**src/rtl/ged_pkg.sv**
```systemverilog
// Package for the gradient edge detector.
// Holds beat types, the stage-one op struct and register index codes; no dependencies.
package ged_pkg;

  localparam int PixW   = 8;
  localparam int WidthW = 11;
  localparam int HeightW = 16;
  localparam int CfgW   = 16;

  localparam logic [PixW-1:0]    SatLimit     = 8'd255;
  localparam logic [WidthW-1:0]  WidthReset   = 11'd10;
  localparam logic [HeightW-1:0] HeightReset  = 16'd10;
  localparam logic [WidthW-1:0]  MinWidth     = 11'd3;
  localparam logic [HeightW-1:0] MinHeight    = 16'd3;

  localparam logic RegImageWidth  = 1'b0;
  localparam logic RegImageHeight = 1'b1;

  localparam logic ModePixel = 1'b0;
  localparam logic ModeDrain = 1'b1;

  typedef struct packed {
    logic            mode;
    logic [PixW-1:0] pixel;
  } ged_in_t;

  typedef struct packed {
    logic [PixW-1:0] edge_res;
    logic            end_of_row;
    logic            end_of_frame;
  } ged_out_t;

  // one item held between the counter stage and the gradient stage
  typedef struct packed {
    logic            drain;
    logic            first_col;
    logic            last_col;
    logic            emit;
    logic            interior;
    logic            frame_end;
    logic [PixW-1:0] pixel;
  } ged_op_t;

endpackage

```
**src/rtl/ged_front.sv**
```systemverilog
// Input stage: config registers, position and drain counters, memory read issue,
// and the stage-one op register. Uses ged_pkg.
module ged_front #(
  parameter int MaxWidth = 1024,
  parameter int AddrW    = 10
) (
  input  logic                    clk_i,
  input  logic                    rst_ni,
  input  logic                    cfg_we_i,
  input  logic                    cfg_idx_i,
  input  logic [ged_pkg::CfgW-1:0] cfg_data_i,
  input  logic                    in_valid_i,
  output logic                    in_ready_o,
  input  ged_pkg::ged_in_t        in_data_i,
  input  logic                    adv_i,
  output logic                    s1_valid_o,
  output ged_pkg::ged_op_t        s1_op_o,
  output logic [AddrW-1:0]        s1_addr_o,
  output logic                    rd_en_o,
  output logic [AddrW-1:0]        rd_addr_a_o,
  output logic [AddrW-1:0]        rd_addr_b_o
);
  import ged_pkg::*;

  localparam int UsedW = $clog2(MaxWidth + 1);
  localparam int CmpW  = (UsedW > WidthW) ? UsedW : WidthW;
  localparam logic [CmpW-1:0] MaxW = CmpW'(MaxWidth);

  logic [WidthW-1:0]  width_q;
  logic [HeightW-1:0] height_q;
  logic [AddrW-1:0]   col_q, dcnt_q;
  logic [HeightW-1:0] row_q;
  logic               dpend_q;
  logic               s1_valid_q;
  ged_op_t            s1_op_q;
  logic [AddrW-1:0]   s1_addr_q;

  logic [CmpW-1:0]    used_w, col_ext, c_ext;
  logic [HeightW-1:0] used_h, r;
  logic [AddrW-1:0]   c;
  logic               last_col, last_row, dlast, accept, take, is_drain;
  ged_op_t            op;

  always_comb begin
    used_w = CmpW'(width_q);
    if (width_q < MinWidth) used_w = CmpW'(MinWidth);
    if (used_w > MaxW) used_w = MaxW;
    col_ext = CmpW'(col_q);
    c_ext = (col_ext >= used_w) ? used_w - 1'b1 : col_ext;
    c = c_ext[AddrW-1:0];
    last_col = (c_ext + 1'b1) >= used_w;
    used_h = (height_q < MinHeight) ? MinHeight : height_q;
    r = (row_q >= used_h) ? used_h - 1'b1 : row_q;
    last_row = ({1'b0, r} + 1'b1) >= {1'b0, used_h};
    dlast = (CmpW'(dcnt_q) + 1'b1) >= used_w;
  end

  assign is_drain   = (in_data_i.mode == ModeDrain);
  assign in_ready_o = !s1_valid_q || adv_i;
  assign accept     = in_valid_i && in_ready_o;
  assign take       = accept && (!is_drain || dpend_q);

  always_comb begin
    op.drain     = is_drain;
    op.pixel     = in_data_i.pixel;
    op.first_col = (c == '0);
    op.last_col  = is_drain ? dlast : last_col;
    op.emit      = is_drain || (r != '0);
    op.interior  = (r != '0) && (r != HeightW'(1)) && (c != '0) && !last_col;
    op.frame_end = is_drain && dlast;
  end

  assign rd_en_o     = accept && !is_drain;
  assign rd_addr_a_o = c;
  assign rd_addr_b_o = last_col ? c : c + 1'b1;

  always_ff @(posedge clk_i or negedge rst_ni) begin
    if (!rst_ni) begin
      width_q  <= WidthReset;
      height_q <= HeightReset;
    end else if (cfg_we_i) begin
      unique case (cfg_idx_i)
        RegImageWidth:  width_q  <= cfg_data_i[WidthW-1:0];
        RegImageHeight: height_q <= cfg_data_i[HeightW-1:0];
        default: ;
      endcase
    end
  end

  always_ff @(posedge clk_i or negedge rst_ni) begin
    if (!rst_ni) begin
      col_q   <= '0;
      row_q   <= '0;
      dcnt_q  <= '0;
      dpend_q <= 1'b0;
    end else if (accept && !is_drain) begin
      if (last_col) begin
        col_q <= '0;
        if (last_row) begin
          row_q   <= '0;
          dpend_q <= 1'b1;
          dcnt_q  <= '0;
        end else begin
          row_q <= r + 1'b1;
        end
      end else begin
        col_q <= c + 1'b1;
      end
    end else if (accept && dpend_q) begin
      if (dlast) begin
        dpend_q <= 1'b0;
        dcnt_q  <= '0;
      end else begin
        dcnt_q <= dcnt_q + 1'b1;
      end
    end
  end

  always_ff @(posedge clk_i or negedge rst_ni) begin
    if (!rst_ni) begin
      s1_valid_q <= 1'b0;
    end else if (in_ready_o) begin
      s1_valid_q <= take;
    end
  end

  always_ff @(posedge clk_i) begin
    if (take) begin
      s1_op_q   <= op;
      s1_addr_q <= c;
    end
  end

  assign s1_valid_o = s1_valid_q;
  assign s1_op_o    = s1_op_q;
  assign s1_addr_o  = s1_addr_q;

  a_col_range: assert property (@(posedge clk_i) disable iff (!rst_ni)
    CmpW'(col_q) < MaxW) else $error("column counter out of range");
  a_s1_hold: assert property (@(posedge clk_i) disable iff (!rst_ni)
    (s1_valid_q && !adv_i) |=> (s1_valid_q && $stable(s1_op_q) && $stable(s1_addr_q)))
    else $error("stalled stage-one beat changed");
  a_drain_no_read: assert property (@(posedge clk_i) disable iff (!rst_ni)
    (take && is_drain) |-> !rd_en_o) else $error("drain beat read the row store");

endmodule

```
**config.mk**
```make
export PLATFORM = sky130hd
export DESIGN_NAME = ged_front
export DESIGN_NICKNAME = d
export VERILOG_FILES = /design/src/rtl/ged_pkg.sv /design/src/rtl/ged_front.sv
export SDC_FILE = /design/constraint.sdc
export NUM_CORES = 1
export LEC_CHECK = 0
export BUFFER_PORTS_ARGS = -buffer_cell sky130_fd_sc_hd__buf_2
export CORE_ASPECT_RATIO = 0.5
export CORE_MARGIN = 2
export CORE_UTILIZATION = 44
export CTS_CLUSTER_DIAMETER = 100
export CTS_CLUSTER_SIZE = 30
export DETAILED_ROUTE_END_ITERATION = 8
export PLACE_DENSITY_LB_ADDON = 0.1
export SLEW_MARGIN = 5
export SYNTH_ARGS = -nofsm -noshare
export SYNTH_HDL_FRONTEND = slang
export SYNTH_SLANG_ARGS = --single-unit
export TNS_END_PERCENT = 10
```
**constraint.sdc**
```tcl
create_clock -name clk_i -period 21.2 [get_ports clk_i]
set_clock_uncertainty 0.05 [all_clocks]
set_input_delay 3.18 -clock clk_i [delete_from_list [all_inputs] [get_ports clk_i]]
set_output_delay 3.18 -clock clk_i [all_outputs]
set_load 0.005 [all_outputs]
```
# Word level (Yosys, flattened, before mapping)

Index checks and enable logic that the tools add are counted.

Flip-flop bits (word level): 89
Bits in latches: 0
Memory bits (writable): 0
ROM bits: 0
Input bits: 31
Word-level logic and storage cells: 78
Memories: 0

$add $sub $neg: 8
Multipliers: 0
Div/mod/pow operators: 0
Magnitude comparators: 8
Equal/unequal tests: 3
Shifts and indexed selects: 0
Muxes and demuxes: 19
Bitwise gates (word level): 1
Reductions and logical operators: 24

Operators with widths:

| cell                                                         | number |
|---|---|
| 2-to-1 mux 10 bit                                            | 7 |
| 2-to-1 mux 16 bit                                            | 3 |
| 2-to-1 mux 11 bit                                            | 3 |
| greater-or-equal comparator 11 bit                           | 2 |
| adder 10 x 1 -> 10 bit (second input constant)               | 2 |
| adder 16 x 1 -> 17 bit (second input constant)               | 1 |
| greater-or-equal comparator 17 x 16 -> 1 bit                 | 1 |
| adder 16 x 1 -> 16 bit (second input constant)               | 1 |
| greater-or-equal comparator 16 bit                           | 1 |
| less-than comparator 16 x 2 -> 1 bit (second input constant) | 1 |
| inequality test 16 x 1 -> 1 bit (second input constant)      | 1 |
| nonzero test 16 bit                                          | 1 |
| subtractor 16 x 1 -> 16 bit (second input constant)          | 1 |
| adder 10 x 1 -> 11 bit (second input constant)               | 1 |
| adder 11 x 1 -> 11 bit (second input constant)               | 1 |
| greater-or-equal comparator 10 x 11 -> 1 bit                 | 1 |
| greater-than comparator 11 bit (second input constant)       | 1 |
| less-than comparator 11 x 2 -> 1 bit (second input constant) | 1 |
| subtractor 11 x 1 -> 11 bit (second input constant)          | 1 |
| logical NOT 10 bit                                           | 1 |
| nonzero test 10 bit                                          | 1 |
| logical AND 1 bit                                            | 8 |
| 2-to-1 mux 1 bit                                             | 6 |
| AND reduction 2 bit                                          | 3 |
| other kinds (7)                                              | 13 |

# Logic depth before layout (Yosys ltp)

Depth after elaboration: 10
Depth in mapped cells: 31
Gate-level depth less buffers: 27

# Worst setup path after synthesis

Ideal clock, no wire load.

Kind: register to output
From: reg width_q[4]
To: out rd_addr_b_o[4]
Data arrival time: 6.456 ns
Required time: 17.970 ns
Setup slack: 11.514 ns
Stages on the path, launching flop included: 30
Path buffers: 4
Cells stage by stage: dfrtp_1 buf_6 or4_4 nor4b_1 o21ai_0 inv_1 ha_1 nor2b_1 o21ai_0 a311oi_1 a21oi_1 nor2_1 buf_2 clkbuf_1 nand2_1 o21ai_0 ha_1 nand2_1 or3_1 mux2_2 a21oi_1 xnor2_1 ha_1 a211o_1 a311o_1 o21ai_0 nor2_1 clkbuf_1 or2_2 xnor2_1

Longest elaborated chain between the ends: 9
Elaborated cells on any way between the ends: 11
Classes of those cells: 3 x add/sub; 4 x order compare; 4 x mux

RTL lines:

| element                                                                                     | line            | text |
|---|---|---|
| start, declared                                                                             | ged_front.sv:29 | `logic [WidthW-1:0] width_q;` |
| start signal, assigned                                                                      | ged_front.sv:79 | `width_q <= WidthReset;` |
| start signal, assigned                                                                      | ged_front.sv:83 | `RegImageWidth: width_q <= cfg_data_i[WidthW-1:0];` |
| less-than comparator 11 x 2 -> 1 bit                                                        | ged_front.sv:46 | `if (width_q < MinWidth) used_w = CmpW'(MinWidth);` |
| 2-to-1 mux 11 bit (*)                                                                       | ged_front.sv:46 |  |
| greater-than comparator 11 bit                                                              | ged_front.sv:47 | `if (used_w > MaxW) used_w = MaxW;` |
| 2-to-1 mux 11 bit (*)                                                                       | ged_front.sv:47 |  |
| subtractor 11 x 1 -> 11 bit or greater-or-equal comparator 10 x 11 -> 1 bit (tied branches) | ged_front.sv:49 | `c_ext = (col_ext >= used_w) ? used_w - 1'b1 : col_ext;` |
| 2-to-1 mux 11 bit (*)                                                                       | ged_front.sv:49 |  |
| net rd_addr_a_o[1]                                                                          | ged_front.sv:20 | `output logic [AddrW-1:0] rd_addr_a_o,` |
| adder 11 x 1 -> 11 bit                                                                      | ged_front.sv:51 | `last_col = (c_ext + 1'b1) >= used_w;` |
| greater-or-equal comparator 11 bit                                                          | ged_front.sv:51 |  |
| 2-to-1 mux 10 bit (*)                                                                       | ged_front.sv:75 | `assign rd_addr_b_o = last_col ? c : c + 1'b1;` |
| end, declared                                                                               | ged_front.sv:21 | `output logic [AddrW-1:0] rd_addr_b_o` |

Mark *: on every way through the listed nets, which the timed path passes. The rest lies on a longest branch.

# Worst setup path in the final report

From: reg width_q[4]
To: out rd_addr_b_o[9]

Longest elaborated chain between the ends: 9
Elaborated cells on any way between the ends: 11
Classes of those cells: 3 x add/sub; 4 x order compare; 4 x mux

RTL lines:

| element                                                                                     | line |
|---|---|
| less-than comparator 11 x 2 -> 1 bit                                                        | ged_front.sv:46 |
| 2-to-1 mux 11 bit (*)                                                                       | ged_front.sv:46 |
| greater-than comparator 11 bit                                                              | ged_front.sv:47 |
| 2-to-1 mux 11 bit (*)                                                                       | ged_front.sv:47 |
| subtractor 11 x 1 -> 11 bit or greater-or-equal comparator 10 x 11 -> 1 bit (tied branches) | ged_front.sv:49 |
| 2-to-1 mux 11 bit                                                                           | ged_front.sv:49 |
| adder 11 x 1 -> 11 bit                                                                      | ged_front.sv:51 |
| greater-or-equal comparator 11 bit                                                          | ged_front.sv:51 |
| 2-to-1 mux 10 bit (*)                                                                       | ged_front.sv:75 |

Every way passes the cells marked *; elsewhere a longest branch is shown, timed or not.

==> results_dict.tcl <==
set metrics [dict create \
    outcome "complete, no violations" \
    worst_r2r_endpoint "col_q[8]" \
    htree_levels 3 \
    grt_start_max_net_pins 66 \
    drt_iter0_drc 411 \
    synth_nets 881 \
    synth_seq_cells 89 \
    cts_buffer_depth 2 \
    routabilityCongestion 0.921 \
    ir_worst_vdd_uv 50.7 \
    mappedNetlistArea_um2 7170 \
    endpoint "rd_addr_b_o[9]" \
    rsz0062_at_grt "false" \
    reg2reg_setup_slack_ps 13650 \
    place.detailed.hpwl_um 15200 \
    critPathKind "flop to output pin" \
    multi_input_area_um2 4560 \
    cp.required_ps 17970 \
    fmax_mhz 93.2 \
    cp_max_fo 20 \
    start_util_pct 45.8 \
    min_period_ps 10730 \
    max_cap_violations 0 \
    p_int_uw 555 \
    sw_frac_of_total_pct 45.1 \
    dp_cells 1057 \
    synth_edf_count 24 \
    syn_inst 778 \
    synth_flop_cell "dfrtp_1" \
    register_area_um2 2350 \
    design.core.area_um2 15700 \
    drc 0 \
    cts_tree "done" \
    ys_async_sr_fraction_pct 73.0 \
    hold_viol_final 0 \
    stdcell_count 1073 \
    critical_path_arrival_ps 7500 \
    grt_pass1_vias 5802 \
    cts_buffers 9 \
    stdcell_area_um2 8070 \
    rr_startpoint "width_q[4]" \
    placed_cell_area_um2 7760 \
    power_density_nw_per_um2 125 \
    worstSetupStartpointType "flop" \
    synth_area_per_cell_um2 9.22 \
    cts_setup_buffers 0 \
    fp-row-count 32 \
    clkPwrFrac_pct 17.2 \
    grt_usage_pct 23.6 \
    tightest_slew_ps 988 \
    yosysWarnings 0 \
    ys_seq_area_share_pct 32.8 \
    r2r_cells 26 \
    diodes 0 \
    antenna_found_initial 0 \
    pwr-share-comb_pct 55.1 \
    crit_path_end_kind "output pin" \
    mostFrequentLayoutCells "buf_2, nand2_1, ha_1" \
    hold_path_class "flop to flop" \
    clock-root-buffer "clkbuf_16" \
    die_width_um 185 \
    viasPerCell 5.76 \
    dr.pass1.iters 5 \
    nets 950 \
    p_seq_share_pct 27.8 \
    cts_hold_buf 0 \
    wire_per_inst_um 18.5 \
    holdWs_ps 486 \
    p_switching_uw 456 \
    drive_gt1_share_pct 18.9 \
    layout_commonest_cell "buf_2" \
    cp-startpoint "width_q[4]" \
    drv_slew 0 \
    grt-ovfl-total 0 \
    post_cts_resized 0 \
    clock_latency_ps 360 \
    max_slew_margin_pct 34.0 \
    leakage_uw 0.00352 \
    postRouteAntennaNets 0 \
    synthDistinctLibCells 78 \
    area_growth_pct 12.5 \
    nFillCells 1469 \
    die_area_um2 17400 \
    period_share_pct 50.6 \
    path_clk_slew_ps 70 \
    setup_viol 0 \
    port_buffers 77 \
    die_h_um 94.3 \
    io_pins 78 \
    tns_ps 0 \
    vias 6183 \
    routed_wl_um 19900 \
    clock_sinks 89 \
    grt_first_pass_wirelength_um 31600 \
    holdPathStages 2 \
]
==> kinds of logic after synthesis <==
kind of cell,Yosys count,synth area share [%]
muxes,46,6.94
DFF,89,32.8
adders and majority gates,72,12.6
xor gates and xnor gates,53,6.47
buffers and inverters,65,3.89
and+or+nand+nor,280,20.0
AOI/OAI and AO/OA,173,17.3
==> per-stage QoR <==
stage,util [%],setup slack [ps],total power (uW)
2_1_floorplan,-,11510,650
3_3_place_gp,49.6,11310,828
3_5_place_dp,49.6,10910,833
4_1_cts,51.6,10490,1010
5_1_grt,51.6,9940,1090
6_report,51.6,10470,1010
==> state kept, by name (all words and copies together), names as in the netlist <==
| register | cells |
|---|---|
| row_q | 16 |
| dcnt_q | 10 |
| height_q | 16 |
| s1_op_o | 14 |
| col_q | 10 |
| width_q | 11 |
| s1_valid_o | 1 |
| s1_addr_o | 10 |
| dpend_q | 1 |
==> worst min path at each step <==
stage | from | slack, ps | endpoint
2_1_floorplan | dpend_q | 430 | dpend_q
3_3_place_gp | dcnt_q[8] | 470 | dcnt_q[8]
3_5_place_dp | s1_valid_o | 480 | s1_valid_o
4_1_cts | s1_valid_o | 490 | s1_valid_o
5_1_grt | dcnt_q[9] | 520 | dcnt_q[9]
6_report | s1_valid_o | 490 | s1_valid_o
==> cell usage after synthesis, types with 3 or more instances <==
cell      instances  share of area [%]
nand3_1          31                2.2
xor2_1           15                1.8
nor2b_1           9               0.78
clkbuf_1         15               0.78
o31ai_1           4               0.42
a21oi_1          33                2.3
dfstp_2           4                1.5
buf_2             4               0.28
a211oi_1          7               0.73
a21o_1            8               0.84
a32o_1            6               0.84
a22o_1            6               0.73
nand2b_1          5               0.44
a31o_2           10                1.2
inv_1            39                2.0
edfxtp_1         24                 10
mux2_2           30                4.7
or2_2             4               0.35
nor2_1           51                2.7
or4_1             3               0.31
o22ai_1           3               0.26
nor4_1           11               0.96
nand4_1          18                1.6
buf_6             4               0.63
xnor2_1          38                4.6
ha_1             72                 13
or3_1             7               0.61
mux2i_1          16                2.2
o21ai_0          37                2.6
dfrtp_1          61                 21
a311oi_1          3               0.37
nor3_1           26                1.8
a31oi_1           7               0.61
and2_1           13                1.1
and3_1           11               0.96
nand2_1          75                3.9
o21a_1           11                1.2
o211ai_1          5               0.52
==> per-layer routing <==
metal / part of all wire (%) / track usage, %
met5: 0 / 0
met4: 1.5 / 6.20
met3: 5.6 / 4.57
met2: 43 / 37.9
met1: 50 / 32.6
==> power groups by stage <==
stage               sequential [uW]  clock, uW  combinational, uW
global placement                283          0                545
global route                    288        183                623
detailed placement              282          0                551
CTS                             280        177                555
finish                          281        174                557
floorplan                       265          0                385
==> final cells by class <==
class,count,share of cell area (%)
repair buffers,82,5.24
inverters,41,1.91
clock buffers,9,2.79
flip-flops and latches,89,29.1
clock inverters,7,1.02
well taps,221,3.43
multi-input cells,624,56.5
==> critical path, stage by stage (launching register included) <==
cell and delay, ps:
dfrtp_1 470, or4_4 610, nor4b_1 480, o21ai_0 340, ha_1 370, nand2_1 50, o21ai_0 170, a311oi_1 140
a21oi_1 260, nor2_1 70, buf_4 220, o21ai_0 550, ha_1 380, nand2_1 80, or3_1 320, mux2_2 310
a21oi_1 290, xnor2_1 130, ha_1 330, a211o_1 290, a311o_1 320, o21ai_0 70, nor2_1 60, buf_4 180
clkinv_1 220, nand4_1 140, xnor2_1 160, buf_2 130
Power figures use the tool's default switching activity.
