[src/rtl/ged_pkg.sv]
// Package for the gradient edge detector.
// Holds beat types, the stage-one op struct and register index codes; no dependencies.
package ged_pkg;

  localparam int PixW   = 8;
  localparam int WidthW = 11;
  localparam int HeightW = 16;
  localparam int CfgW   = 16;

  localparam logic [PixW-1:0]    SatLimit     = 8'd255;
  localparam logic [WidthW-1:0]  WidthReset   = 11'd10;
  localparam logic [HeightW-1:0] HeightReset  = 16'd10;
  localparam logic [WidthW-1:0]  MinWidth     = 11'd3;
  localparam logic [HeightW-1:0] MinHeight    = 16'd3;

  localparam logic RegImageWidth  = 1'b0;
  localparam logic RegImageHeight = 1'b1;

  localparam logic ModePixel = 1'b0;
  localparam logic ModeDrain = 1'b1;

  typedef struct packed {
    logic            mode;
    logic [PixW-1:0] pixel;
  } ged_in_t;

  typedef struct packed {
    logic [PixW-1:0] edge_res;
    logic            end_of_row;
    logic            end_of_frame;
  } ged_out_t;

  // one item held between the counter stage and the gradient stage
  typedef struct packed {
    logic            drain;
    logic            first_col;
    logic            last_col;
    logic            emit;
    logic            interior;
    logic            frame_end;
    logic [PixW-1:0] pixel;
  } ged_op_t;

endpackage

[src/rtl/ged_back.sv]
// Gradient stage: middle-row window, edge sum with saturation, row store
// write-back and the output register. Uses ged_pkg.
module ged_back #(
  parameter int AddrW = 10
) (
  input  logic                       clk_i,
  input  logic                       rst_ni,
  input  logic                       s1_valid_i,
  input  ged_pkg::ged_op_t           s1_op_i,
  input  logic [AddrW-1:0]           s1_addr_i,
  output logic                       adv_o,
  input  logic [2*ged_pkg::PixW-1:0] rd_data_a_i,
  input  logic [2*ged_pkg::PixW-1:0] rd_data_b_i,
  output logic                       wr_en_o,
  output logic [AddrW-1:0]           wr_addr_o,
  output logic [2*ged_pkg::PixW-1:0] wr_data_o,
  output logic                       out_valid_o,
  input  logic                       out_ready_i,
  output ged_pkg::ged_out_t          out_data_o
);
  import ged_pkg::*;

  logic [PixW-1:0] win_q [3];
  logic [PixW-1:0] win_d [3];
  logic [PixW-1:0] older_a, newer_a, newer_b, dx, dy;
  logic [PixW:0]   sum;
  logic            fire, out_valid_q;
  ged_out_t        res, out_data_q;

  assign older_a = rd_data_a_i[2*PixW-1:PixW];
  assign newer_a = rd_data_a_i[PixW-1:0];
  assign newer_b = rd_data_b_i[PixW-1:0];

  assign adv_o = !out_valid_q || out_ready_i;
  assign fire  = s1_valid_i && adv_o;

  always_comb begin
    if (s1_op_i.first_col) begin
      win_d[0] = '0;
      win_d[1] = newer_a;
      win_d[2] = newer_b;
    end else begin
      win_d[0] = win_q[1];
      win_d[1] = win_q[2];
      win_d[2] = s1_op_i.last_col ? '0 : newer_b;
    end
    dx  = (win_d[2] >= win_d[0]) ? win_d[2] - win_d[0] : win_d[0] - win_d[2];
    dy  = (older_a >= s1_op_i.pixel) ? older_a - s1_op_i.pixel : s1_op_i.pixel - older_a;
    sum = {1'b0, dx} + {1'b0, dy};
    res.edge_res = '0;
    if (!s1_op_i.drain && s1_op_i.interior) begin
      res.edge_res = sum[PixW] ? SatLimit : sum[PixW-1:0];
    end
    res.end_of_row   = s1_op_i.last_col;
    res.end_of_frame = s1_op_i.frame_end;
  end

  assign wr_en_o   = fire && !s1_op_i.drain;
  assign wr_addr_o = s1_addr_i;
  assign wr_data_o = {newer_a, s1_op_i.pixel};

  always_ff @(posedge clk_i or negedge rst_ni) begin
    if (!rst_ni) begin
      win_q[0] <= '0;
      win_q[1] <= '0;
      win_q[2] <= '0;
    end else if (fire && !s1_op_i.drain) begin
      win_q[0] <= win_d[0];
      win_q[1] <= win_d[1];
      win_q[2] <= win_d[2];
    end
  end

  always_ff @(posedge clk_i or negedge rst_ni) begin
    if (!rst_ni) begin
      out_valid_q <= 1'b0;
    end else if (adv_o) begin
      out_valid_q <= s1_valid_i && s1_op_i.emit;
    end
  end

  always_ff @(posedge clk_i) begin
    if (fire) begin
      out_data_q <= res;
    end
  end

  assign out_valid_o = out_valid_q;
  assign out_data_o  = out_data_q;

  a_frame_end_row: assert property (@(posedge clk_i) disable iff (!rst_ni)
    (out_valid_q && out_data_q.end_of_frame) |-> out_data_q.end_of_row)
    else $error("frame end without row end");
  a_row_end_zero: assert property (@(posedge clk_i) disable iff (!rst_ni)
    (out_valid_q && out_data_q.end_of_row) |-> (out_data_q.edge_res == '0))
    else $error("nonzero edge on border column");
  a_stall_hold: assert property (@(posedge clk_i) disable iff (!rst_ni)
    (out_valid_q && !out_ready_i) |=> (out_valid_q && $stable(out_data_q)))
    else $error("output beat lost under stall");

endmodule

[config.mk]
export PLATFORM = sky130hd
export DESIGN_NAME = ged_back
export DESIGN_NICKNAME = d
export VERILOG_FILES = /design/src/rtl/ged_pkg.sv /design/src/rtl/ged_back.sv
export SDC_FILE = /design/constraint.sdc
export NUM_CORES = 1
export LEC_CHECK = 0
export BUFFER_PORTS_ARGS = -buffer_cell sky130_fd_sc_hd__buf_2
export CORE_ASPECT_RATIO = 0.6
export CORE_MARGIN = 2
export CORE_UTILIZATION = 56
export CTS_CLUSTER_SIZE = 40
export DETAILED_ROUTE_END_ITERATION = 8
export PLACE_DENSITY = 0.87
export SLEW_MARGIN = 20
export SYNTH_ARGS = -nofsm -noshare
export SYNTH_HDL_FRONTEND = slang
export SYNTH_SLANG_ARGS = --single-unit
[constraint.sdc]
create_clock -name clk_i -period 7.1 [get_ports clk_i]
set_input_delay 1.42 -clock clk_i [delete_from_list [all_inputs] [get_ports clk_i]]
set_output_delay 1.42 -clock clk_i [all_outputs]
set_load 0.05 [all_outputs]
; After elaboration in Yosys (flattened, before gate mapping)
; Index checks and enable logic that the tools add are counted.
[totals]
out_inout_bits = 39
elab_cells = 25
regBits = 27
in_bits = 60
[op_classes]
order_cmp = 2
n_addsub = 5
muxes = 5
n_reduce_logical = 7
[ops]
columns = operator, n
row1 = $mux W8, 4
row2 = $sub A8 B8 Y8, 4
row3 = $mux W24, 1
row4 = $ge A8 B8 Y1, 2
row5 = $add A8 B8 Y9, 1
row6 = $logic_and A1 B1 Y1, 4
row7 = $logic_not A1 Y1, 2
row8 = $logic_or A1 B1 Y1, 1

; Depth between registers and ports, before layout
; Gate-level depths: netlist (run 1).
[depth]
word_depth = 6
mapped_depth = 20
depth_no_buf = 19

; Worst setup path before layout (run 1)
; Ideal clock, no wire load.
[synth_timing]
path_kind = input -> register
startpoint = input port s1_op_i[12] (netlist name)
endpoint = register out_data_q (netlist bit out_data_o[2]) (data pin)
setup_time_ns = 0.276
required_ns = 6.824
n_path_buf = 3
arrival_time_ns = 5.329
slack_ns = 1.495
stages = 19
cell_sequence = clkbuf_1 nand2b_1 clkbuf_1 nand2_1 inv_1 ha_1 clkbuf_1 a21o_1 a21o_1 a221oi_4 mux2i_1 fa_1 a21o_1 a21oi_1 o21bai_1 a21oi_1 nor2_1 a211oi_1 a21oi_1
[synth_rtl]
columns = element, line_no
row1 = start: declaration, ged_back.sv:9  ; input ged_pkg::ged_op_t s1_op_i,
row2 = end signal: assignment, ged_back.sv:84  ; out_data_q <= res;
row3 = end: declaration, ged_back.sv:28  ; ged_out_t res, out_data_q;

==> metrics.csv, run 1 <==
stage,metric,value,unit
yosys,synth_edf_count,10,
yosys,synth_area_leaders,"ha_1 (15%), dfrtp_1 (14%), edfxtp_1 (9.9%)",
power,ir_worst_vdd,0.000125,V
worst_setup_path,slowest_stage,a211oi_1,
clocking,hold_buffers,0,
floorplanning,die_area,6030,um2
worst_setup_path,timing.rr.end,out_data_o[6]$_SDFFCE_PN0P_,
placement,pre_cts_ws,0.621,ns
sta,whs,0.486,ns
power,power_density,236,nW/um2
clocking,clkLatencyLatePin,0.28,ns
sta,hold_viol,0,
power,power_frac_seq,0.266,
yosys,ys_warn_count,0,
clocking,numCtsBuffers,3,
min_path,min-delay-path-class,flop to flop,
yosys,seq_area_frac_synth,0.240,
power,internal_power,0.416,mW
power,clock_power_share,0.121,
routing,via_per_inst,5.51,
cells_and_area,multiInputGateArea,1900,um2
sta,setup_slack,0.784,ns
clocking,root_buffer,clkbuf_8,
cells_and_area,final_cells,459,
power,p_sw_frac,0.459,
sta,rsz0062_at_grt,false,
routing,drt_first_pass_iters,4,
cells_and_area,drive_gt1_frac,0.216,
clocking,htreeDepth,1,
power,combPwrFrac,0.613,
global_route,grt_overflow_total,0,
clocking,clkSinkCount,27,
routing,drc,0,
cells_and_area,final_core_util,0.638,
routing,dr.first_iter.drc_count,224,
floorplanning,rows,20,
worst_setup_path,r2r_slack,2.14,ns
floorplanning,die_w,99.0,um
sta,tightestPinTransition,0.878,ns
power,p_leak,1.79,nW
worst_setup_path,cp.arrival,6.31,ns
worst_setup_path,start_kind,primary input,
worst_setup_path,critical_path_class,primary input to flop,
cells_and_area,nets,495,
min_path,min_from,win_q[2]$_DFFE_PN0P_,
sta,setup_tns,0,ns
placement,io_buffer_count,70,
worst_setup_path,reg2reg_depth,15,
worst_setup_path,path_cells,buf_2 > nand2b_1 > nand2_1 > inv_1 > ha_1 > a21o_1 > a21o_1 > a221oi_4 > mux2i_1 > xor2_1 > ha_1 > a21o_1 > a21oi_1 > o21bai_1 > a21oi_1 > nor2_1 > a211oi_1 > a21oi_1,
worst_setup_path,critical-path-max-stage-delay,0.70,ns
clocking,cts_setup_buffers,0,
cells_and_area,syn2layout_area_growth,7.97,%
power,power.switching,0.354,mW
placement,finalWeightedCongestion,0.833,
clocking,cts_tree,done,
clocking,clockBufferDepth,2,
floorplanning,ios,99,
placement,dp_hpwl,5.31,mm
yosys,syn_inst,356,
floorplanning,start_util,0.590,
min_path,hold_end,win_q[2]$_DFFE_PN0P_,
cells_and_area,fin_area,3270,um2
cells_and_area,final_cell_mix,"buf_2 (70), inv_1 (44), nand2_1 (38), ha_1 (36), o21ai_0 (28)",
yosys,synthDominantCellAreaShare,0.149,
yosys,netlist_area,3030,um2
yosys,syn_nets,457,
sta,fmax,158,MHz
worst_setup_path,cp_max_fo,16,
cells_and_area,layout_commonest_cell,buf_2,
routing,avgRoutedWirePerCell,14.1,um
global_route,grt_pass1_vias,2489,
sta,slew_headroom,0.411,
worst_setup_path,end_kind,flop,
sta,setup_viol,0,
routing,routed_wl,6.49,mm
power,total_power,0.770,mW
yosys,synth.avg_cell_area,8.51,um2
run_status,outcome,completed,
cells_and_area,diodes,0,
global_route,grt_pass1_wl,11.0,mm
worst_setup_path,crit_required,7.10,ns
routing,vias,2529,
floorplanning,core,5130,um2
flow_run,drv_cap,0,
min_path,hold_depth,2,
worst_setup_path,path_buf_inv,2,
sta,fin_crit,6.32,ns
sta,slew_violations,0,
cells_and_area,regArea,726,um2
worst_setup_path,crit_family,compound AO/OA/AOI/OAI gates,
global_route,grt_max_degree,31,
placement,dpl.cell_count,455,
placement,placed_cell_area,3220,um2
clocking,clk_pin_slew,0.11,ns
worst_setup_path,r2r-start,win_q[11]$_DFFE_PN0P_,
yosys,async_flop_share,0.630,
yosys,yosys.area.top_type,ha_1,
cells_and_area,nFillCells,434,
yosys,synth_cell_types,52,
clocking,postCtsResizedCells,0,
floorplanning,die_y,61.0,um
sta,clock-skew-final,0.00978,ns
global_route,antenna_found_initial,0,
routing,ant_nets,0,
global_route,grtUsageTotal,0.227,
yosys,synth_ff_type,dfrtp_1,
yosys,ys_seq_elements,27,
sta,finalCritPeriodShare,0.890,
## power by group through the flow
stage               logic (mW)  registers [mW]  clock network (mW)
floorplan                0.359           0.235                   0
global placement         0.444           0.207                   0
detailed placement       0.462           0.208                   0
CTS                      0.466           0.205              0.0912
global route             0.522           0.209               0.101
finish                   0.472           0.205              0.0929
## sequential cells by signal, summed over array words and instances (netlist names)
name	cells
out_data_o	10
out_valid_o	1
win_q	16
## worst register-to-register path: cells and delay by family (launching register included)
kind	cells	cell delay, ns
xor gates and xnor gates	1	0.18
adders and majority gates	2	0.64
and+or+nand+nor	2	0.38
AOI/OAI and AO/OA	9	2.72
DFF	1	0.46
muxes	1	0.30
## final cells by class
cell class / instances / share of cell area
Sequential cell: 27 / 0.222
Inverter: 44 / 0.0505
Clock inverter: 1 / 0.00153
Timing Repair Buffer: 70 / 0.107
Multi-Input combinational cell: 248 / 0.581
Tap cell: 66 / 0.0252
Clock buffer: 3 / 0.0126
## how the worst max path moves through the flow
stage	cells past startpoint	slack, ns	to	startpoint
detailed placement	17	0.62	out_data_o[6]$_SDFFCE_PN0P_	s1_op_i[12]
global route	18	0.44	out_data_o[6]$_SDFFCE_PN0P_	s1_op_i[12]
global placement	17	0.85	out_data_o[5]$_SDFFCE_PN0P_	s1_op_i[12]
finish	18	0.78	out_data_o[6]$_SDFFCE_PN0P_	s1_op_i[12]
CTS	18	0.91	out_data_o[6]$_SDFFCE_PN0P_	s1_op_i[12]
floorplan	19	1.49	out_data_o[2]$_SDFFCE_PN0P_	s1_op_i[12]
## cell families after synthesis
logic type / after synthesis / synth area share
AO/OA/AOI/OAI: 94 / 0.201
AND/OR/NAND/NOR: 71 / 0.111
adder cells (fa/ha/maj): 42 / 0.185
flip-flops: 27 / 0.240
buffers and inverters: 81 / 0.133
XOR/XNOR: 16 / 0.0463
multiplexers: 25 / 0.0843
## cell usage after synthesis, types with 2 or more instances
master	count
nand2b_1	6
ha_1	36
edfxtp_1	10
o21bai_1	5
clkbuf_1	9
inv_1	44
nand2_1	38
xnor2_1	10
mux2i_1	21
a21boi_0	2
xor2_1	6
a31oi_1	5
a21o_1	14
o22ai_1	2
mux2_2	4
nor3_1	3
a21oi_1	22
dfrtp_1	17
or2b_1	2
nor2_1	8
o21ai_0	28
buf_4	26
nor2b_1	5
fa_1	5
## layer usage
| layer | part of all wire | global-route usage | wire length (um) | vias up |
|---|---|---|---|---|
| li1 | - | - | - | 1263 |
| met1 | 0.48 | 0.316 | 3130 | 1154 |
| met2 | 0.42 | 0.378 | 2760 | 104 |
| met3 | 0.084 | 0.0484 | 548 | 8 |
| met4 | 0.0080 | 0.0411 | 52 | 0 |
| met5 | 0 | 0 | 0 | - |
Note: power is estimated with default switching activity, not from simulation.
==> run 2: changes to the inputs <==
Settings changed: CORE_UTILIZATION 56 to 52, PLACE_DENSITY 0.87 to 0.82.
Clock period 7.1 ns to 6.6 ns, I/O delays scaled along.
==> metrics.csv, run 2 (same netlist as run 1, synthesis figures left out) <==
stage,metric,value,unit
placement,placed_cell_area,3260,um2
flow_run,drv_cap,0,
clocking,clockBufferDepth,2,
floorplanning,rows,21,
power,p_leak,1.80,nW
routing,drc,0,
sta,hold_viol,0,
cells_and_area,drive_gt1_frac,0.220,
clocking,clkLatencyLatePin,0.27,ns
floorplanning,core,5600,um2
sta,setup_slack,0.993,ns
power,power_density,252,nW/um2
cells_and_area,nets,497,
worst_setup_path,cp.arrival,5.63,ns
sta,tightestPinTransition,0.582,ns
global_route,grt_pass1_wl,10.9,mm
run_status,outcome,completed,
routing,via_per_inst,5.31,
floorplanning,die_w,103,um
cells_and_area,diodes,0,
floorplanning,die_y,63.1,um
sta,setup_viol,0,
floorplanning,ios,99,
clocking,root_buffer,clkbuf_8,
sta,finalCritPeriodShare,0.850,
routing,vias,2520,
sta,fmax,178,MHz
routing,drt_first_pass_iters,4,
floorplanning,die_area,6470,um2
worst_setup_path,end_kind,flop,
sta,clock-skew-final,0.00397,ns
cells_and_area,layout_commonest_cell,buf_2,
worst_setup_path,crit_required,6.62,ns
cells_and_area,nFillCells,506,
sta,slew_headroom,0.612,
routing,dr.first_iter.drc_count,147,
power,power.switching,0.378,mW
clocking,hold_buffers,0,
clocking,postCtsResizedCells,0,
cells_and_area,fin_area,3300,um2
min_path,min-delay-path-class,flop to flop,
global_route,antenna_found_initial,0,
power,power_frac_seq,0.266,
cells_and_area,largest_reg_flops,16,
clocking,htreeDepth,1,
global_route,grtUsageTotal,0.207,
worst_setup_path,critical_path_class,primary input to flop,
cells_and_area,final_core_util,0.590,
power,total_power,0.833,mW
clocking,numCtsBuffers,3,
worst_setup_path,cp_max_fo,15,
placement,finalWeightedCongestion,0.884,
cells_and_area,regMostFlops,win_q,
placement,dp_hpwl,5.27,mm
power,clock_power_share,0.116,
power,internal_power,0.455,mW
clocking,cts_tree,done,
routing,ant_nets,0,
placement,pre_cts_ws,0.757,ns
sta,setup_tns,0,ns
routing,avgRoutedWirePerCell,13.5,um
sta,fin_crit,5.61,ns
power,ir_worst_vdd,0.000147,V
worst_setup_path,start_kind,primary input,
clocking,clkSinkCount,27,
routing,routed_wl,6.39,mm
clocking,cts_setup_buffers,0,
power,combPwrFrac,0.618,
global_route,grt_overflow_total,0,
global_route,grt_pass1_vias,2458,
power,p_sw_frac,0.454,
clocking,clk_pin_slew,0.10,ns
placement,io_buffer_count,70,
global_route,grt_max_degree,31,
sta,rsz0062_at_grt,false,
floorplanning,start_util,0.541,
cells_and_area,final_cell_mix,"buf_2 (70), inv_1 (44), nand2_1 (38), ha_1 (36), o21ai_0 (28)",
cells_and_area,syn2layout_area_growth,9.05,%
sta,slew_violations,0,
-- run 2: through the flow --
stage / hold WS (ns) / instances
finish: 0.483 / 475
global route: 0.514 / 475
CTS: 0.483 / 475
detailed placement: 0.466 / 471
global placement: 0.450 / 471
floorplan: 0.438 / 356
-- run 2: cell type report --
type                       instances  area, um2  area share
sequential                        27        726       0.220
clock inverter                     1       5.00     0.00152
timing repair buffer              72        365       0.111
tap                               80        100      0.0303
inverter                          44        165      0.0500
clock buffer                       3       41.3      0.0125
multi-input combinational        248       1900       0.575
-- run 2: path summary, 6_finish.rpt --
check	startpoint	to	slack (ns)	depth (start not counted)
worst max-delay path	s1_op_i[12]	out_data_o[2]$_SDFFCE_PN0P_	0.99	20
worst min-delay path	win_q[2]$_DFFE_PN0P_	win_q[2]$_DFFE_PN0P_	0.48	2
worst max register to register	win_q[11]$_DFFE_PN0P_	out_data_o[2]$_SDFFCE_PN0P_	2.12	15
worst min register to register	win_q[2]$_DFFE_PN0P_	win_q[2]$_DFFE_PN0P_	0.48	2
max in group asynchronous	rst_ni	win_q[11]$_DFFE_PN0P_	5.34	1
min in group asynchronous	rst_ni	win_q[6]$_DFFE_PN0P_	0.96	1
-- run 2: power groups by stage --
stage / logic (mW) / registers (mW) / clock network [mW]
2_1_floorplan: 0.387 / 0.253 / 0
3_3_place_gp: 0.487 / 0.222 / 0
3_5_place_dp: 0.506 / 0.224 / 0
4_1_cts: 0.511 / 0.221 / 0.0968
5_1_grt: 0.571 / 0.225 / 0.105
6_report: 0.514 / 0.221 / 0.0969
-- run 2: critical path: stages --
cell and delay, ns:
buf_2 0.10, buf_4 0.20, inv_1 0.25, nand2_1 0.12
inv_1 0.08, ha_1 0.19, fa_1 0.22, a21boi_0 0.30
o21ai_2 0.14, a221oi_4 0.55, mux2i_1 0.26, fa_1 0.51
a21o_1 0.20, a21oi_1 0.22, o21bai_1 0.09, a21oi_1 0.29
nor2_1 0.08, a211oi_1 0.22, buf_4 0.20, a21oi_1 0.08
-- run 2: routing by layer --
metal  global-route usage  vias to the layer above  wire length (um)
li1                     -                     1263                 -
met1                0.299                     1162              3240
met2                0.330                       81              2740
met3               0.0355                       14               343
met4               0.0333                        0                66
met5                    0                        -                 0
